**config.mk**
```make
export PLATFORM = sky130hd
export DESIGN_NAME = sample_packet_framer_crc16_unit
export DESIGN_NICKNAME = d
export VERILOG_FILES = /design/src/rtl/spfc_pkg.sv /design/src/rtl/sample_packet_framer_crc16_unit.sv /design/src/rtl/spfc_front.sv /design/src/rtl/spfc_queue.sv /design/src/rtl/spfc_back.sv
export VERILOG_INCLUDE_DIRS = /design/src /design/src/rtl
export SDC_FILE = /design/constraint.sdc
export NUM_CORES = 1
export LEC_CHECK = 0
export BUFFER_PORTS_ARGS = -buffer_cell sky130_fd_sc_hd__buf_2
export CELL_PAD_IN_SITES_DETAIL_PLACEMENT = 0
export CELL_PAD_IN_SITES_GLOBAL_PLACEMENT = 2
export CORE_AREA = 2 2 116 203
export DETAILED_ROUTE_END_ITERATION = 12
export DIE_AREA = 0 0 118 205
export PLACE_DENSITY_LB_ADDON = 0.08
export SLEW_MARGIN = 5
export SYNTH_ARGS = -nofsm -noshare
export SYNTH_HDL_FRONTEND = slang
export SYNTH_SLANG_ARGS = --single-unit
```
**constraint.sdc**
```tcl
create_clock -name clk -period 8.6 [get_ports clk]
set_input_delay 0.86 -clock clk [delete_from_list [all_inputs] [get_ports clk]]
set_output_delay 0.86 -clock clk [all_outputs]
set_load 0.03 [all_outputs]
```
**src/rtl/sample_packet_framer_crc16_unit_assert.svh**
```systemverilog
// Assertion macros for the sample packet framer.
// Included by the top level; the macros expand to nothing when SYNTH is defined.
`ifndef SAMPLE_PACKET_FRAMER_CRC16_UNIT_ASSERT_SVH
`define SAMPLE_PACKET_FRAMER_CRC16_UNIT_ASSERT_SVH
`ifndef SYNTH
// check on every clock edge outside reset
`define SPFC_ASSERT(lbl, prop, msg) \
    lbl: assert property (@(posedge clk) disable iff (!rst_n) prop) else $error(msg);
// check on every clock edge, reset included
`define SPFC_ASSERT_ALWAYS(lbl, prop, msg) \
    lbl: assert property (@(posedge clk) prop) else $error(msg);
`else
`define SPFC_ASSERT(lbl, prop, msg)
`define SPFC_ASSERT_ALWAYS(lbl, prop, msg)
`endif
`endif

```
**src/rtl/spfc_pkg.sv**
```systemverilog
// Shared types, constants and the CRC-16 byte update for the sample packet framer.
// No dependencies.
package spfc_pkg;

    localparam logic [15:0] CRC_INIT     = 16'hFFFF;
    localparam logic [15:0] CRC_POLY     = 16'hA001;
    localparam logic [31:0] HEADER_RESET = 32'hAABBCCDD;

    localparam int MIN_PKT_LEN = 2;
    localparam int MAX_PKT_LEN = 128;

    localparam int QUEUE_DEPTH = 4;
    localparam int QPTR_W      = $clog2(QUEUE_DEPTH);
    localparam int QCNT_W      = $clog2(QUEUE_DEPTH + 1);

    // one accepted sample with its place in the packet
    typedef struct packed {
        logic [31:0] header;
        logic [15:0] sample;
        logic        first;
        logic        last;
    } entry_t;

    typedef struct packed {
        logic              full;
        logic              empty;
        logic [QCNT_W-1:0] count;
    } q_status_t;

    typedef enum logic [3:0] {
        PH_START,
        PH_HDR3,
        PH_HDR2,
        PH_HDR1,
        PH_HDR0,
        PH_LO,
        PH_HI,
        PH_CRCH,
        PH_CRCL
    } phase_t;

    // reflected CRC-16, one byte
    function automatic logic [15:0] crc_byte(input logic [15:0] crc_in, input logic [7:0] b);
        logic [15:0] c;
        c = crc_in ^ {8'h00, b};
        for (int k = 0; k < 8; k++)
        begin
            if (c[0])
                c = (c >> 1) ^ CRC_POLY;
            else
                c = c >> 1;
        end
        return c;
    endfunction

endpackage

```
**src/rtl/sample_packet_framer_crc16_unit.sv**
```systemverilog
// An accepted item is written to the queue entry and then to the output register before
// its first byte is valid, when the queue is empty and the output register is free.
// One output byte per cycle from the byte sequencer while the receiver is ready; an item
// yields 6 bytes at packet start, 2 mid-packet and 4 at packet end (2*N+6 per N-sample packet).
// A four-entry queue lets input keep arriving while the output stalls.
// Reset (rst_n low, asynchronous): header 0xAABBCCDD, packet position 0, queue empty,
// CRC 0xFFFF, no output valid.
`include "sample_packet_framer_crc16_unit_assert.svh"

module sample_packet_framer_crc16_unit #(
    parameter int SAMPLES_PER_PACKET = 16
) (
    input  logic        clk,
    input  logic        rst_n,
    input  logic        cfg_we,
    input  logic [31:0] cfg_data,   // header_pattern
    input  logic        s_tvalid,
    output logic        s_tready,
    input  logic [15:0] s_tdata,    // [15:0] sample
    output logic        m_tvalid,
    input  logic        m_tready,
    output logic [7:0]  m_tdata,    // [7:0] out_byte
    output logic        m_tlast     // packet_end
);

    spfc_pkg::entry_t    push_entry;
    spfc_pkg::entry_t    head;
    spfc_pkg::q_status_t q_stat;
    logic                push;
    logic                pop;

    spfc_front #(
        .SAMPLES_PER_PACKET(SAMPLES_PER_PACKET)
    ) u_front (
        .clk        (clk),
        .rst_n      (rst_n),
        .cfg_we     (cfg_we),
        .cfg_data   (cfg_data),
        .s_tvalid   (s_tvalid),
        .s_tready   (s_tready),
        .s_tdata    (s_tdata),
        .q_stat     (q_stat),
        .push       (push),
        .push_entry (push_entry)
    );

    spfc_queue u_queue (
        .clk        (clk),
        .rst_n      (rst_n),
        .push       (push),
        .push_entry (push_entry),
        .pop        (pop),
        .head       (head),
        .q_stat     (q_stat)
    );

    spfc_back u_back (
        .clk      (clk),
        .rst_n    (rst_n),
        .head     (head),
        .q_stat   (q_stat),
        .pop      (pop),
        .m_tvalid (m_tvalid),
        .m_tready (m_tready),
        .m_tdata  (m_tdata),
        .m_tlast  (m_tlast)
    );

    `SPFC_ASSERT_ALWAYS(a_no_out_in_reset, !rst_n |=> !m_tvalid, "output valid during reset")
    `SPFC_ASSERT(a_no_push_full, push |-> !q_stat.full, "push into full queue")
    `SPFC_ASSERT(a_no_pop_empty, pop |-> !q_stat.empty, "pop from empty queue")
    `SPFC_ASSERT(a_count_step, (push && !pop) |=> (q_stat.count == $past(q_stat.count) + 1'b1),
        "queue count did not advance on push")

endmodule

```
**src/rtl/spfc_front.sv**
```systemverilog
// Front end: holds the header register, accepts samples and tags first/last of a packet.
// Depends on spfc_pkg.
module spfc_front #(
    parameter int SAMPLES_PER_PACKET = 16
) (
    input  logic                clk,
    input  logic                rst_n,
    input  logic                cfg_we,
    input  logic [31:0]         cfg_data,
    input  logic                s_tvalid,
    output logic                s_tready,
    input  logic [15:0]         s_tdata,   // [15:0] sample
    input  spfc_pkg::q_status_t q_stat,
    output logic                push,
    output spfc_pkg::entry_t    push_entry
);

    localparam int PKT_LEN = (SAMPLES_PER_PACKET < spfc_pkg::MIN_PKT_LEN) ? spfc_pkg::MIN_PKT_LEN :
                             (SAMPLES_PER_PACKET > spfc_pkg::MAX_PKT_LEN) ? spfc_pkg::MAX_PKT_LEN :
                             SAMPLES_PER_PACKET;
    localparam int IDX_W = $clog2(PKT_LEN);
    localparam logic [IDX_W-1:0] LAST_IDX = IDX_W'(PKT_LEN - 1);

    logic [31:0]      header_reg;
    logic [31:0]      header_next;
    logic [IDX_W-1:0] idx_reg;
    logic [IDX_W-1:0] idx_next;
    logic             is_first;
    logic             is_last;

    assign s_tready = !q_stat.full;
    assign push     = s_tvalid && s_tready;
    assign is_first = (idx_reg == '0);
    assign is_last  = (idx_reg == LAST_IDX);

    assign push_entry.header = header_reg;
    assign push_entry.sample = s_tdata;
    assign push_entry.first  = is_first;
    assign push_entry.last   = is_last;

    always_comb
    begin
        header_next = cfg_we ? cfg_data : header_reg;
        idx_next    = idx_reg;
        if (push)
            idx_next = is_last ? '0 : idx_reg + 1'b1;
    end

    always_ff @(posedge clk or negedge rst_n)
    begin
        if (!rst_n)
        begin
            header_reg <= spfc_pkg::HEADER_RESET;
            idx_reg    <= '0;
        end
        else
        begin
            header_reg <= header_next;
            idx_reg    <= idx_next;
        end
    end

endmodule

```
**src/rtl/spfc_queue.sv**
```systemverilog
// Short FIFO of tagged samples between the front end and the byte sequencer.
// Depends on spfc_pkg.
module spfc_queue (
    input  logic                clk,
    input  logic                rst_n,
    input  logic                push,
    input  spfc_pkg::entry_t    push_entry,
    input  logic                pop,
    output spfc_pkg::entry_t    head,
    output spfc_pkg::q_status_t q_stat
);

    localparam logic [spfc_pkg::QCNT_W-1:0] FULL_CNT = spfc_pkg::QCNT_W'(spfc_pkg::QUEUE_DEPTH);

    spfc_pkg::entry_t              entries_reg [spfc_pkg::QUEUE_DEPTH];
    logic [spfc_pkg::QPTR_W-1:0]   wr_ptr_reg;
    logic [spfc_pkg::QPTR_W-1:0]   wr_ptr_next;
    logic [spfc_pkg::QPTR_W-1:0]   rd_ptr_reg;
    logic [spfc_pkg::QPTR_W-1:0]   rd_ptr_next;
    logic [spfc_pkg::QCNT_W-1:0]   count_reg;
    logic [spfc_pkg::QCNT_W-1:0]   count_next;

    assign head         = entries_reg[rd_ptr_reg];
    assign q_stat.full  = (count_reg == FULL_CNT);
    assign q_stat.empty = (count_reg == '0);
    assign q_stat.count = count_reg;

    always_comb
    begin
        wr_ptr_next = push ? wr_ptr_reg + 1'b1 : wr_ptr_reg;
        rd_ptr_next = pop ? rd_ptr_reg + 1'b1 : rd_ptr_reg;
        count_next  = count_reg;
        if (push && !pop)
            count_next = count_reg + 1'b1;
        else if (pop && !push)
            count_next = count_reg - 1'b1;
    end

    always_ff @(posedge clk)
    begin
        if (push)
            entries_reg[wr_ptr_reg] <= push_entry;
    end

    always_ff @(posedge clk or negedge rst_n)
    begin
        if (!rst_n)
        begin
            wr_ptr_reg <= '0;
            rd_ptr_reg <= '0;
            count_reg  <= '0;
        end
        else
        begin
            wr_ptr_reg <= wr_ptr_next;
            rd_ptr_reg <= rd_ptr_next;
            count_reg  <= count_next;
        end
    end

endmodule

```
**src/rtl/spfc_back.sv**
```systemverilog
// Back end: walks the bytes of each queued sample, runs the CRC, drives the output register.
// Depends on spfc_pkg.
module spfc_back (
    input  logic                clk,
    input  logic                rst_n,
    input  spfc_pkg::entry_t    head,
    input  spfc_pkg::q_status_t q_stat,
    output logic                pop,
    output logic                m_tvalid,
    input  logic                m_tready,
    output logic [7:0]          m_tdata,   // [7:0] out_byte
    output logic                m_tlast    // packet_end
);

    spfc_pkg::phase_t phase_reg;
    spfc_pkg::phase_t phase_next;
    spfc_pkg::phase_t cur_phase;
    logic [15:0]      crc_reg;
    logic [15:0]      crc_next;
    logic             out_valid_reg;
    logic             out_valid_next;
    logic [7:0]       out_byte_reg;
    logic             out_last_reg;
    logic             adv;
    logic             emit;
    logic [7:0]       byte_val;
    logic             byte_end;
    logic             byte_crc;
    logic [15:0]      crc_base;

    assign adv  = !out_valid_reg || m_tready;
    assign emit = !q_stat.empty && adv;

    // a fresh head entry starts at its header or at its sample bytes
    always_comb
    begin
        if (phase_reg == spfc_pkg::PH_START)
            cur_phase = head.first ? spfc_pkg::PH_HDR3 : spfc_pkg::PH_LO;
        else
            cur_phase = phase_reg;
    end

    // next state
    always_comb
    begin
        phase_next = phase_reg;
        pop        = 1'b0;
        if (emit)
        begin
            unique case (cur_phase)
                spfc_pkg::PH_HDR3: phase_next = spfc_pkg::PH_HDR2;
                spfc_pkg::PH_HDR2: phase_next = spfc_pkg::PH_HDR1;
                spfc_pkg::PH_HDR1: phase_next = spfc_pkg::PH_HDR0;
                spfc_pkg::PH_HDR0: phase_next = spfc_pkg::PH_LO;
                spfc_pkg::PH_LO:   phase_next = spfc_pkg::PH_HI;
                spfc_pkg::PH_HI:
                begin
                    if (head.last)
                        phase_next = spfc_pkg::PH_CRCH;
                    else
                    begin
                        phase_next = spfc_pkg::PH_START;
                        pop        = 1'b1;
                    end
                end
                spfc_pkg::PH_CRCH: phase_next = spfc_pkg::PH_CRCL;
                spfc_pkg::PH_CRCL:
                begin
                    phase_next = spfc_pkg::PH_START;
                    pop        = 1'b1;
                end
                default:           phase_next = spfc_pkg::PH_START;
            endcase
        end
    end

    // outputs of the current phase
    always_comb
    begin
        byte_val = 8'h00;
        byte_end = 1'b0;
        byte_crc = 1'b0;
        crc_base = crc_reg;
        unique case (cur_phase)
            spfc_pkg::PH_HDR3:
            begin
                byte_val = head.header[31:24];
                byte_crc = 1'b1;
                crc_base = spfc_pkg::CRC_INIT;
            end
            spfc_pkg::PH_HDR2:
            begin
                byte_val = head.header[23:16];
                byte_crc = 1'b1;
            end
            spfc_pkg::PH_HDR1:
            begin
                byte_val = head.header[15:8];
                byte_crc = 1'b1;
            end
            spfc_pkg::PH_HDR0:
            begin
                byte_val = head.header[7:0];
                byte_crc = 1'b1;
            end
            spfc_pkg::PH_LO:
            begin
                byte_val = head.sample[7:0];
                byte_crc = 1'b1;
            end
            spfc_pkg::PH_HI:
            begin
                byte_val = head.sample[15:8];
                byte_crc = 1'b1;
            end
            spfc_pkg::PH_CRCH: byte_val = crc_reg[15:8];
            spfc_pkg::PH_CRCL:
            begin
                byte_val = crc_reg[7:0];
                byte_end = 1'b1;
            end
            default:           byte_val = 8'h00;
        endcase
    end

    always_comb
    begin
        crc_next = crc_reg;
        if (emit && byte_crc)
            crc_next = spfc_pkg::crc_byte(crc_base, byte_val);
        out_valid_next = adv ? emit : out_valid_reg;
    end

    always_ff @(posedge clk or negedge rst_n)
    begin
        if (!rst_n)
        begin
            phase_reg     <= spfc_pkg::PH_START;
            crc_reg       <= spfc_pkg::CRC_INIT;
            out_valid_reg <= 1'b0;
        end
        else
        begin
            phase_reg     <= phase_next;
            crc_reg       <= crc_next;
            out_valid_reg <= out_valid_next;
        end
    end

    // hold payload while the output waits
    always_ff @(posedge clk)
    begin
        if (emit)
        begin
            out_byte_reg <= byte_val;
            out_last_reg <= byte_end;
        end
    end

    assign m_tvalid = out_valid_reg;
    assign m_tdata  = out_byte_reg;
    assign m_tlast  = out_last_reg;

endmodule

```
==> flow_summary.json, run 1 <==
{
  "status": "complete, no violations",
  "stdcell_area_um2": 12600,
  "grt_max_degree": 65,
  "place.gp.congestion": 0.797,
  "startpoint_type": "register",
  "grt_pass1_vias": 6100,
  "clock_skew_ps": 28.1,
  "via_count": 5495,
  "cp.required_ps": 9060,
  "critPathCaptureType": "register",
  "r2r-start": "u_queue.rd_ptr_reg[0]",
  "relSlewSlack_pct": 40.2,
  "powerDensity_nw_per_um2": 421,
  "grt.total_usage_pct": 18.9,
  "syn_inst": 600,
  "start_util_pct": 49.2,
  "drive_above_1_share_pct": 35.1,
  "cts_setup_buffers": 0,
  "yosys_warnings": 0,
  "yosys-top-cells-count": "edfxtp_1 (209), mux4_2 (39), dfstp_2 (36), nand2_1 (36), mux2_2 (34)",
  "r2r_cells": 10,
  "wl_um": 22000,
  "synth_ff_type": "edfxtp_1",
  "pin_count": 64,
  "final_nets": 732,
  "cts_max_level": 1,
  "syn_nets": 661,
  "antenna_found_initial": 0,
  "dr.pass1.iters": 4,
  "core_area_um2": 22600,
  "tritoncts": "yes",
  "area_growth_pct": 13.5,
  "cts_sinks": 273,
  "postRouteAntennaNets": 0,
  "yosys-top-cells-area": "edfxtp_1 (57%), dfstp_2 (8.5%), mux4_2 (7.9%)",
  "ys_types": 56,
  "startpoint": "u_queue.rd_ptr_reg[0]",
  "ys_seq_area_share_pct": 71.3,
  "postCtsHoldBufs": 0,
  "setup_tns_ps": 0,
  "overflow": 0,
  "die_h_um": 205,
  "path_max_fanout": 33,
  "hold_depth": 1,
  "period_needed_ps": 4540,
  "cap_violations": 0,
  "synthArstFlopShare_pct": 23.4,
  "synth-seq-cells": 273,
  "final_hold_viol_count": 0,
  "syn-mean-instance-area_um2": 18.5,
  "ir_drop_uv": 338,
  "portBuffers": 63,
  "dp_hpwl_um": 13900,
  "setup_viol": 0,
  "hold_start": "u_queue.count_reg[2]",
  "placed_cell_area_um2": 11800,
  "max_freq_mhz": 220,
  "ff2ff_setup_slack_ps": 4060,
  "routed_via_density": 5.56,
  "die_x_um": 118,
  "rsz0062_at_grt": "false",
  "crit_type": "reg -> reg",
  "fin_crit_sh_pct": 52.8,
  "rows": 73,
  "synth_edf_count": 209,
  "yosys.area.top_type": "edfxtp_1",
  "cts_resized": 0,
  "insertion_delay_ps": 530,
  "yosysMostFrequentCell": "edfxtp_1",
  "grt_pass1_wl_um": 34700,
  "final_max_slew_viol_count": 0,
  "syn-cell-area_um2": 11100,
  "worst_pin_slew_ps": 897,
  "clk_path_buf_depth": 3,
  "post_drt_wl_per_cell_um": 22.3,
  "worstPathArrival_ps": 5000,
  "p_leak_nw": 4.49,
  "synth_top_area_share_pct": 56.5,
  "first_iter_violations": 414,
  "dieArea_um2": 24200,
  "numCtsBuffers": 24,
  "drc_errors": 0,
  "path_clk_slew_ps": 70,
  "largest_reg_flops": 200,
  "worstHoldPathType": "reg -> reg",
  "num_antenna_cells": 0,
  "cts_root_buf": "clkbuf_16"
}
kinds of logic (layout without fill, tap and decap cells):
logic type                 after synthesis  in the layout  synth area share [%]
adders and majority gates                8              8                 0.969
xor gates and xnor gates                35             35                  3.20
AOI/OAI and AO/OA                       69             69                  4.83
and+or+nand+nor                         83             83                  3.75
muxes                                   86             86                  14.0
DFF                                    273            273                  71.3
buffers and inverters                   46            135                  1.93
stage by stage:
step	std cells	util (%)	total power, mW	hold WS [ps]	setup WS (ps)
floorplan	600	-	3.72	448	5310
finish	989	55.9	5.30	491	4060
global route	989	55.9	5.61	498	3620
global placement	945	52.1	4.19	475	4070
detailed placement	945	52.1	4.23	476	3920
CTS	989	55.9	5.38	486	3920
area by class of cell:
class	instances	area [µm²]
well taps	300	375
clock inverters	11	169
clock buffers	33	684
repair buffers	76	413
flip-flops and latches	273	7930
fillers	1821	9960
multi-input cells	281	2980
inverters	15	56.3
where the power goes:
| group | total, mW | internal [mW] | leakage [nW] | switching (mW) |
|---|---|---|---|---|
| Combinational | 2.11 | 1.05 | 1.44 | 1.07 |
| Sequential | 2.04 | 1.83 | 2.63 | 0.210 |
| Clock | 1.14 | 0.680 | 0.422 | 0.463 |
layout by cell type (no fill, tap or decap), drive strengths merged, types with 2 or more instances in the layout:
cell,instances
edfxtp,209
buf,76
mux4,49
nand2,36
dfstp,36
mux2,34
clkbuf,33
dfrtp,28
xnor2,24
nor2,18
o21ai,17
inv,16
a22oi,12
xor2,8
ha,7
a211oi,7
a22o,6
a222oi,6
clkinv,6
a21oi,5
o22a,5
and3,5
nor2b,4
bufinv,4
mux2i,3
xnor3,3
nor4b,3
nor3,2
nor4bb,2
nand3,2
nor3b,2
nand2b,2
o22ai,2
and2,2
final timing paths:
kind | end
max in group asynchronous | u_queue.rd_ptr_reg[0]
worst max-delay path | u_back.crc_reg[0]
worst min register to register | u_queue.count_reg[2]
min in group asynchronous | u_front.header_reg[26]
worst max register to register | u_back.crc_reg[0]
worst min-delay path | u_queue.count_reg[2]
worst max-delay path, stage by stage, from the launching register on:
cell and delay, ps:
dfrtp_2 880, buf_4 620, mux4_1 630, a222oi_1 300
nand2_1 90, a211oi_1 500, xnor2_1 250, xnor3_1 420
xnor2_2 210, xnor3_1 420, o21ai_1 140
layer usage:
layer	vias up	global-route usage, %	wire length (µm)
met2	111	35.4	12400
met3	14	2.39	844
met1	2871	23.1	8480
met4	0	4.60	260
met5	-	0	0
li1	2499	-	-
(Power assumes the default switching activity.)
==> inputs of run 2 (changes only) <==
--- a/config.mk
+++ b/config.mk
@@ -9,9 +9,9 @@
 export BUFFER_PORTS_ARGS = -buffer_cell sky130_fd_sc_hd__buf_2
 export CELL_PAD_IN_SITES_DETAIL_PLACEMENT = 0
 export CELL_PAD_IN_SITES_GLOBAL_PLACEMENT = 2
-export CORE_AREA = 2 2 116 203
+export CORE_AREA = 2 2 121 211
 export DETAILED_ROUTE_END_ITERATION = 12
-export DIE_AREA = 0 0 118 205
+export DIE_AREA = 0 0 123 213
 export PLACE_DENSITY_LB_ADDON = 0.08
 export SLEW_MARGIN = 5
 export SYNTH_ARGS = -nofsm -noshare
==> constraint.sdc (replaced) <==
create_clock -name clk -period 4.39 [get_ports clk]
set_input_delay 0.439 -clock clk [delete_from_list [all_inputs] [get_ports clk]]
set_output_delay 0.439 -clock clk [all_outputs]
set_load 0.03 [all_outputs]
==> run 2 against run 1 <==
Compared with the run above: register-to-register slack worse by 3600 ps; flip-flop and latch count unchanged; wire length up 4.8%; non-clock buffer count up 6; critical endpoint unchanged; largest cell class unchanged; highest routed layer unchanged.
==> flow_summary.json, run 2 (same netlist as run 1, synthesis figures left out) <==
{
  "routed_via_density": 5.52,
  "status": "complete, no violations",
  "postRouteAntennaNets": 0,
  "p_clk_share_pct": 20.7,
  "fin_crit_sh_pct": 89.5,
  "numCtsBuffers": 25,
  "first_iter_violations": 316,
  "r2r-start": "u_queue.rd_ptr_reg[0]",
  "max_freq_mhz": 254,
  "final_nets": 739,
  "cp.required_ps": 4850,
  "dp_hpwl_um": 15300,
  "overflow": 0,
  "cts_root_buf": "clkbuf_16",
  "start_util_pct": 45.3,
  "clk_path_buf_depth": 3,
  "num_antenna_cells": 0,
  "ir_drop_uv": 605,
  "final_cell_mix": "edfxtp_1 (209), buf_2 (63), mux4_2 (39)",
  "stdcell_area_um2": 12600,
  "final_max_slew_viol_count": 0,
  "power.internal_mw": 6.97,
  "worstPathArrival_ps": 4390,
  "die_x_um": 123,
  "clock_skew_ps": 12.8,
  "startpoint": "u_queue.rd_ptr_reg[0]",
  "setup_tns_ps": 0,
  "portBuffers": 63,
  "ff2ff_setup_slack_ps": 460,
  "crit_type": "reg -> reg",
  "rsz0062_at_grt": "false",
  "post_drt_wl_per_cell_um": 22.9,
  "rows": 76,
  "tritoncts": "yes",
  "switchingPower_mw": 3.46,
  "grt_max_degree": 46,
  "powerDensity_nw_per_um2": 825,
  "final_hold_viol_count": 0,
  "wl_um": 23100,
  "place.gp.congestion": 0.786,
  "area_growth_pct": 13.8,
  "holdWs_ps": 121,
  "cp-endpoint": "u_back.crc_reg[0]",
  "power_frac_seq_pct": 38.7,
  "largest_reg_flops": 200,
  "switching_share_pct": 33.2,
  "cts_setup_buffers": 0,
  "antenna_found_initial": 0,
  "worst_pin_slew_ps": 1090,
  "core_area_um2": 24500,
  "setup_viol": 0,
  "drc_errors": 0,
  "startpoint_type": "register",
  "dr.pass1.iters": 4,
  "fillCellCount": 2053,
  "cts_resized": 0,
  "grt_pass1_wl_um": 35500,
  "period_needed_ps": 3930,
  "relSlewSlack_pct": 27.2,
  "grt.total_usage_pct": 18.6,
  "placed_cell_area_um2": 11800,
  "fin_util_pct": 51.5,
  "grt_pass1_vias": 6013,
  "mostFrequentLayoutCell": "edfxtp_1",
  "via_count": 5565,
  "path_clk_slew_ps": 70,
  "drive_above_1_share_pct": 35.1,
  "rr_endpoint": "u_back.crc_reg[0]",
  "path_max_fanout": 45,
  "pwr-share-comb_pct": 40.5,
  "r2r_cells": 10,
  "critPathCaptureType": "register",
  "die_h_um": 213,
  "cts_sinks": 273,
  "dieArea_um2": 26200,
  "cts_max_level": 1,
  "p_leak_nw": 4.50,
  "insertion_delay_ps": 530,
  "hold_depth": 1,
  "pin_count": 64,
  "worstHoldPathType": "in -> reg",
  "cap_violations": 0
}
-- run 2: metal layers --
layer / vias to the layer above / share of wire [%] / GRT usage, %
li1: 2510 / - / -
met1: 2887 / 39 / 22.8
met2: 127 / 54 / 33.2
met3: 41 / 3.9 / 2.48
met4: 0 / 2.9 / 6.58
met5: - / 0 / 0
-- run 2: through the flow --
step                      power (mW)  cells  setup slack (ps)
after floorplan                 7.28    600              1100
after global placement          8.34    962               346
after detailed placement        8.42    962               358
after CTS                       10.6   1008               341
after global routing            11.0   1008               138
final                           10.4   1008               460
-- run 2: power groups by stage --
stage	sequential (mW)	combinational, mW	clock (mW)
floorplan	3.91	3.37	0
global placement	4.07	4.27	0
detailed placement	4.11	4.31	0
CTS	4.06	4.32	2.22
global route	4.13	4.59	2.32
finish	4.04	4.23	2.16
-- run 2: worst min path at each step --
stage                                            end  slack [ps]            start
after CTS                 u_queue.entries_reg[2][14]         100      s_tdata[12]
after floorplan                      u_back.m_tvalid         140            rst_n
after detailed placement             u_back.m_tvalid         480  u_back.m_tvalid
after global placement               u_back.m_tvalid         470  u_back.m_tvalid
after global routing      u_queue.entries_reg[1][14]         110      s_tdata[12]
final                     u_queue.entries_reg[0][14]         120      s_tdata[12]
-- run 2: repair_timing --
action | CTS | global route
hold endpoints to repair | 6 | 0
hold buffers | 1 | 0
setup endpoints to repair | 0 | 0
-- run 2: worst max-delay path: stages, from the launching register on --
cell and delay [ps]:
dfrtp_4 970, buf_4 380, mux4_2 520, a222oi_1 330, nand3_1 150, o21a_1 220
a211oi_4 300, xor2_1 270, xnor2_2 170, xnor3_1 420, o21ai_1 120
-- run 2: cell type report --
cell class,count,area (µm²),share of cell area (%)
clock inverter,9,126,1.00
timing repair buffer,82,473,3.74
clock buffer,36,687,5.43
tap,312,390,3.09
inverter,15,56.3,0.445
sequential,273,7930,62.7
multi-input combinational,281,2980,23.6
==> inputs of run 3 (changes only) <==
--- a/config.mk
+++ b/config.mk
@@ -7,11 +7,10 @@
 export NUM_CORES = 1
 export LEC_CHECK = 0
 export BUFFER_PORTS_ARGS = -buffer_cell sky130_fd_sc_hd__buf_2
-export CELL_PAD_IN_SITES_DETAIL_PLACEMENT = 0
-export CELL_PAD_IN_SITES_GLOBAL_PLACEMENT = 2
-export CORE_AREA = 2 2 121 211
+export CORE_AREA = 2 2 111 193
+export CTS_CLUSTER_DIAMETER = 150
 export DETAILED_ROUTE_END_ITERATION = 12
-export DIE_AREA = 0 0 123 213
+export DIE_AREA = 0 0 113 195
 export PLACE_DENSITY_LB_ADDON = 0.08
 export SLEW_MARGIN = 5
 export SYNTH_ARGS = -nofsm -noshare
==> run 3 against run 2 <==
Compared with the run above: the flow now finishes with violations (design-rule violations); critical path depth is the same; clock power fell by 3%; cell count shrank 6.0%; flip-flop and latch count unchanged; non-clock buffer count rose by 5; global-route usage rose by 2.5 points; sequential share of layout area rose by 0.38 points; cell area fell by 0.60%; sequential power is essentially flat; wire length decreased by 1.6%; critical endpoint unchanged; largest cell class unchanged; largest power group unchanged; highest routed layer unchanged.
==> flow_summary.json, run 3 (same netlist as run 1, synthesis figures left out) <==
{
  "status": "finished with violations",
  "violations": "design-rule violations",
  "routed_via_density": 5.89,
  "startpoint": "u_queue.rd_ptr_reg[0]",
  "mostFrequentLayoutCell": "edfxtp_1",
  "antenna_found_initial": 0,
  "postCtsHoldBufs": 1,
  "dr.pass1.iters": 9,
  "holdWs_ps": 129,
  "setup_viol": 0,
  "drive_above_1_share_pct": 35.4,
  "grt_util_met1_pct": 25.9,
  "p_leak_nw": 4.51,
  "tritoncts": "yes",
  "largest_reg_flops": 200,
  "path_clk_slew_ps": 70,
  "first_iter_violations": 319,
  "grt_util_met3_pct": 2.30,
  "max_freq_mhz": 262,
  "rr_endpoint": "u_back.crc_reg[0]",
  "core_area_um2": 20400,
  "cts_setup_buffers": 0,
  "die_x_um": 113,
  "hold_start": "s_tdata[1]",
  "r2r-start": "u_queue.rd_ptr_reg[0]",
  "grt_max_degree": 34,
  "grt_pass1_vias": 5957,
  "cp-endpoint": "u_back.crc_reg[0]",
  "overflow": 0,
  "cts_sinks": 273,
  "worstPathArrival_ps": 4270,
  "startpoint_type": "register",
  "grt_busiest_layer": "met2",
  "wl_um": 22700,
  "grt_util_met2_pct": 38.7,
  "postRouteAntennaNets": 0,
  "pin_count": 64,
  "clock_skew_ps": 15.0,
  "start_util_pct": 54.5,
  "final_hold_viol_count": 0,
  "ff2ff_setup_slack_ps": 570,
  "final_nets": 743,
  "insertion_delay_ps": 520,
  "path_max_fanout": 23,
  "stdcell_count": 948,
  "dieArea_um2": 22000,
  "powerDensity_nw_per_um2": 827,
  "dp_hpwl_um": 15300,
  "cap_violations": 0,
  "num_antenna_cells": 0,
  "portBuffers": 63,
  "post_drt_wl_per_cell_um": 23.9,
  "period_needed_ps": 3820,
  "crit_type": "reg -> reg",
  "worstHoldPathType": "in -> reg",
  "dp_cells": 903,
  "fin_util_pct": 61.7,
  "final_cell_mix": "edfxtp_1 (209), buf_2 (63), mux4_2 (39)",
  "r2r_cells": 10,
  "grt.total_usage_pct": 21.0,
  "ir_drop_uv": 555,
  "via_count": 5587,
  "relSlewSlack_pct": 34.3,
  "fin_crit_sh_pct": 87.0,
  "cts_root_buf": "clkbuf_16",
  "cts_resized": 0,
  "power_mw": 10.4,
  "place.gp.congestion": 0.873,
  "area_growth_pct": 13.1,
  "worst_pin_slew_ps": 985,
  "critPathCaptureType": "register",
  "setup_tns_ps": 0,
  "cp.required_ps": 4840,
  "numCtsBuffers": 24,
  "die_h_um": 195,
  "drc_errors": 5,
  "rows": 69,
  "rsz0062_at_grt": "false",
  "grt_pass1_wl_um": 34900,
  "clk_path_buf_depth": 3,
  "final_max_slew_viol_count": 0,
  "cts_max_level": 1
}
## run 3: changes by cell type in the layout (fill, tap and decap cells not counted)
cell       delta
buf_4         +5
bufinv_16     -1
clkbuf_1      -2
clkinv_1      +2
clkinv_2      +1
clkinv_4      -1
## run 3: worst min-delay path by stage
stage	end	slack (ps)	depth (start not counted)
floorplan	u_back.m_tvalid	140	0
global placement	u_back.crc_reg[14]	460	2
detailed placement	u_back.crc_reg[14]	470	2
CTS	u_queue.entries_reg[3][3]	120	1
global route	u_queue.entries_reg[3][3]	120	1
finish	u_queue.entries_reg[3][3]	130	1
## run 3: per-stage QoR
step | instance area, µm² | worst slack (ps)
floorplan | 11100 | 1100
global placement | 11800 | 606
detailed placement | 11800 | 530
CTS | 12600 | 503
global route | 12600 | 290
finish | 12600 | 569
## run 3: critical path, stage by stage (launching register included)
cell	delay, ps
dfrtp_4	720
buf_4	280
mux4_2	510
a222oi_1	310
nand2_1	130
a211oi_1	470
xnor2_1	250
xnor3_1	310
xnor2_2	220
xnor3_1	430
o21ai_1	120
## run 3: layout make-up
type / instances / area [µm²]
Sequential cell: 273 / 7930
Tap cell: 248 / 310
Fill cell: 1493 / 7810
Multi-Input combinational cell: 281 / 2980
Clock inverter: 10 / 100
Timing Repair Buffer: 87 / 510
Clock buffer: 34 / 679
Inverter: 15 / 56.3
## run 3: power breakdown
part           switching, mW  internal, mW
Sequential             0.416          3.60
Combinational           2.18          2.11
Clock                  0.893          1.20
Total                   3.49          6.90
## run 3: metal layers
layer / routed length [µm] / part of all wire (%)
met3: 867 / 3.8
met1: 8630 / 38
met4: 699 / 3.1
met2: 12500 / 55
met5: 0 / 0
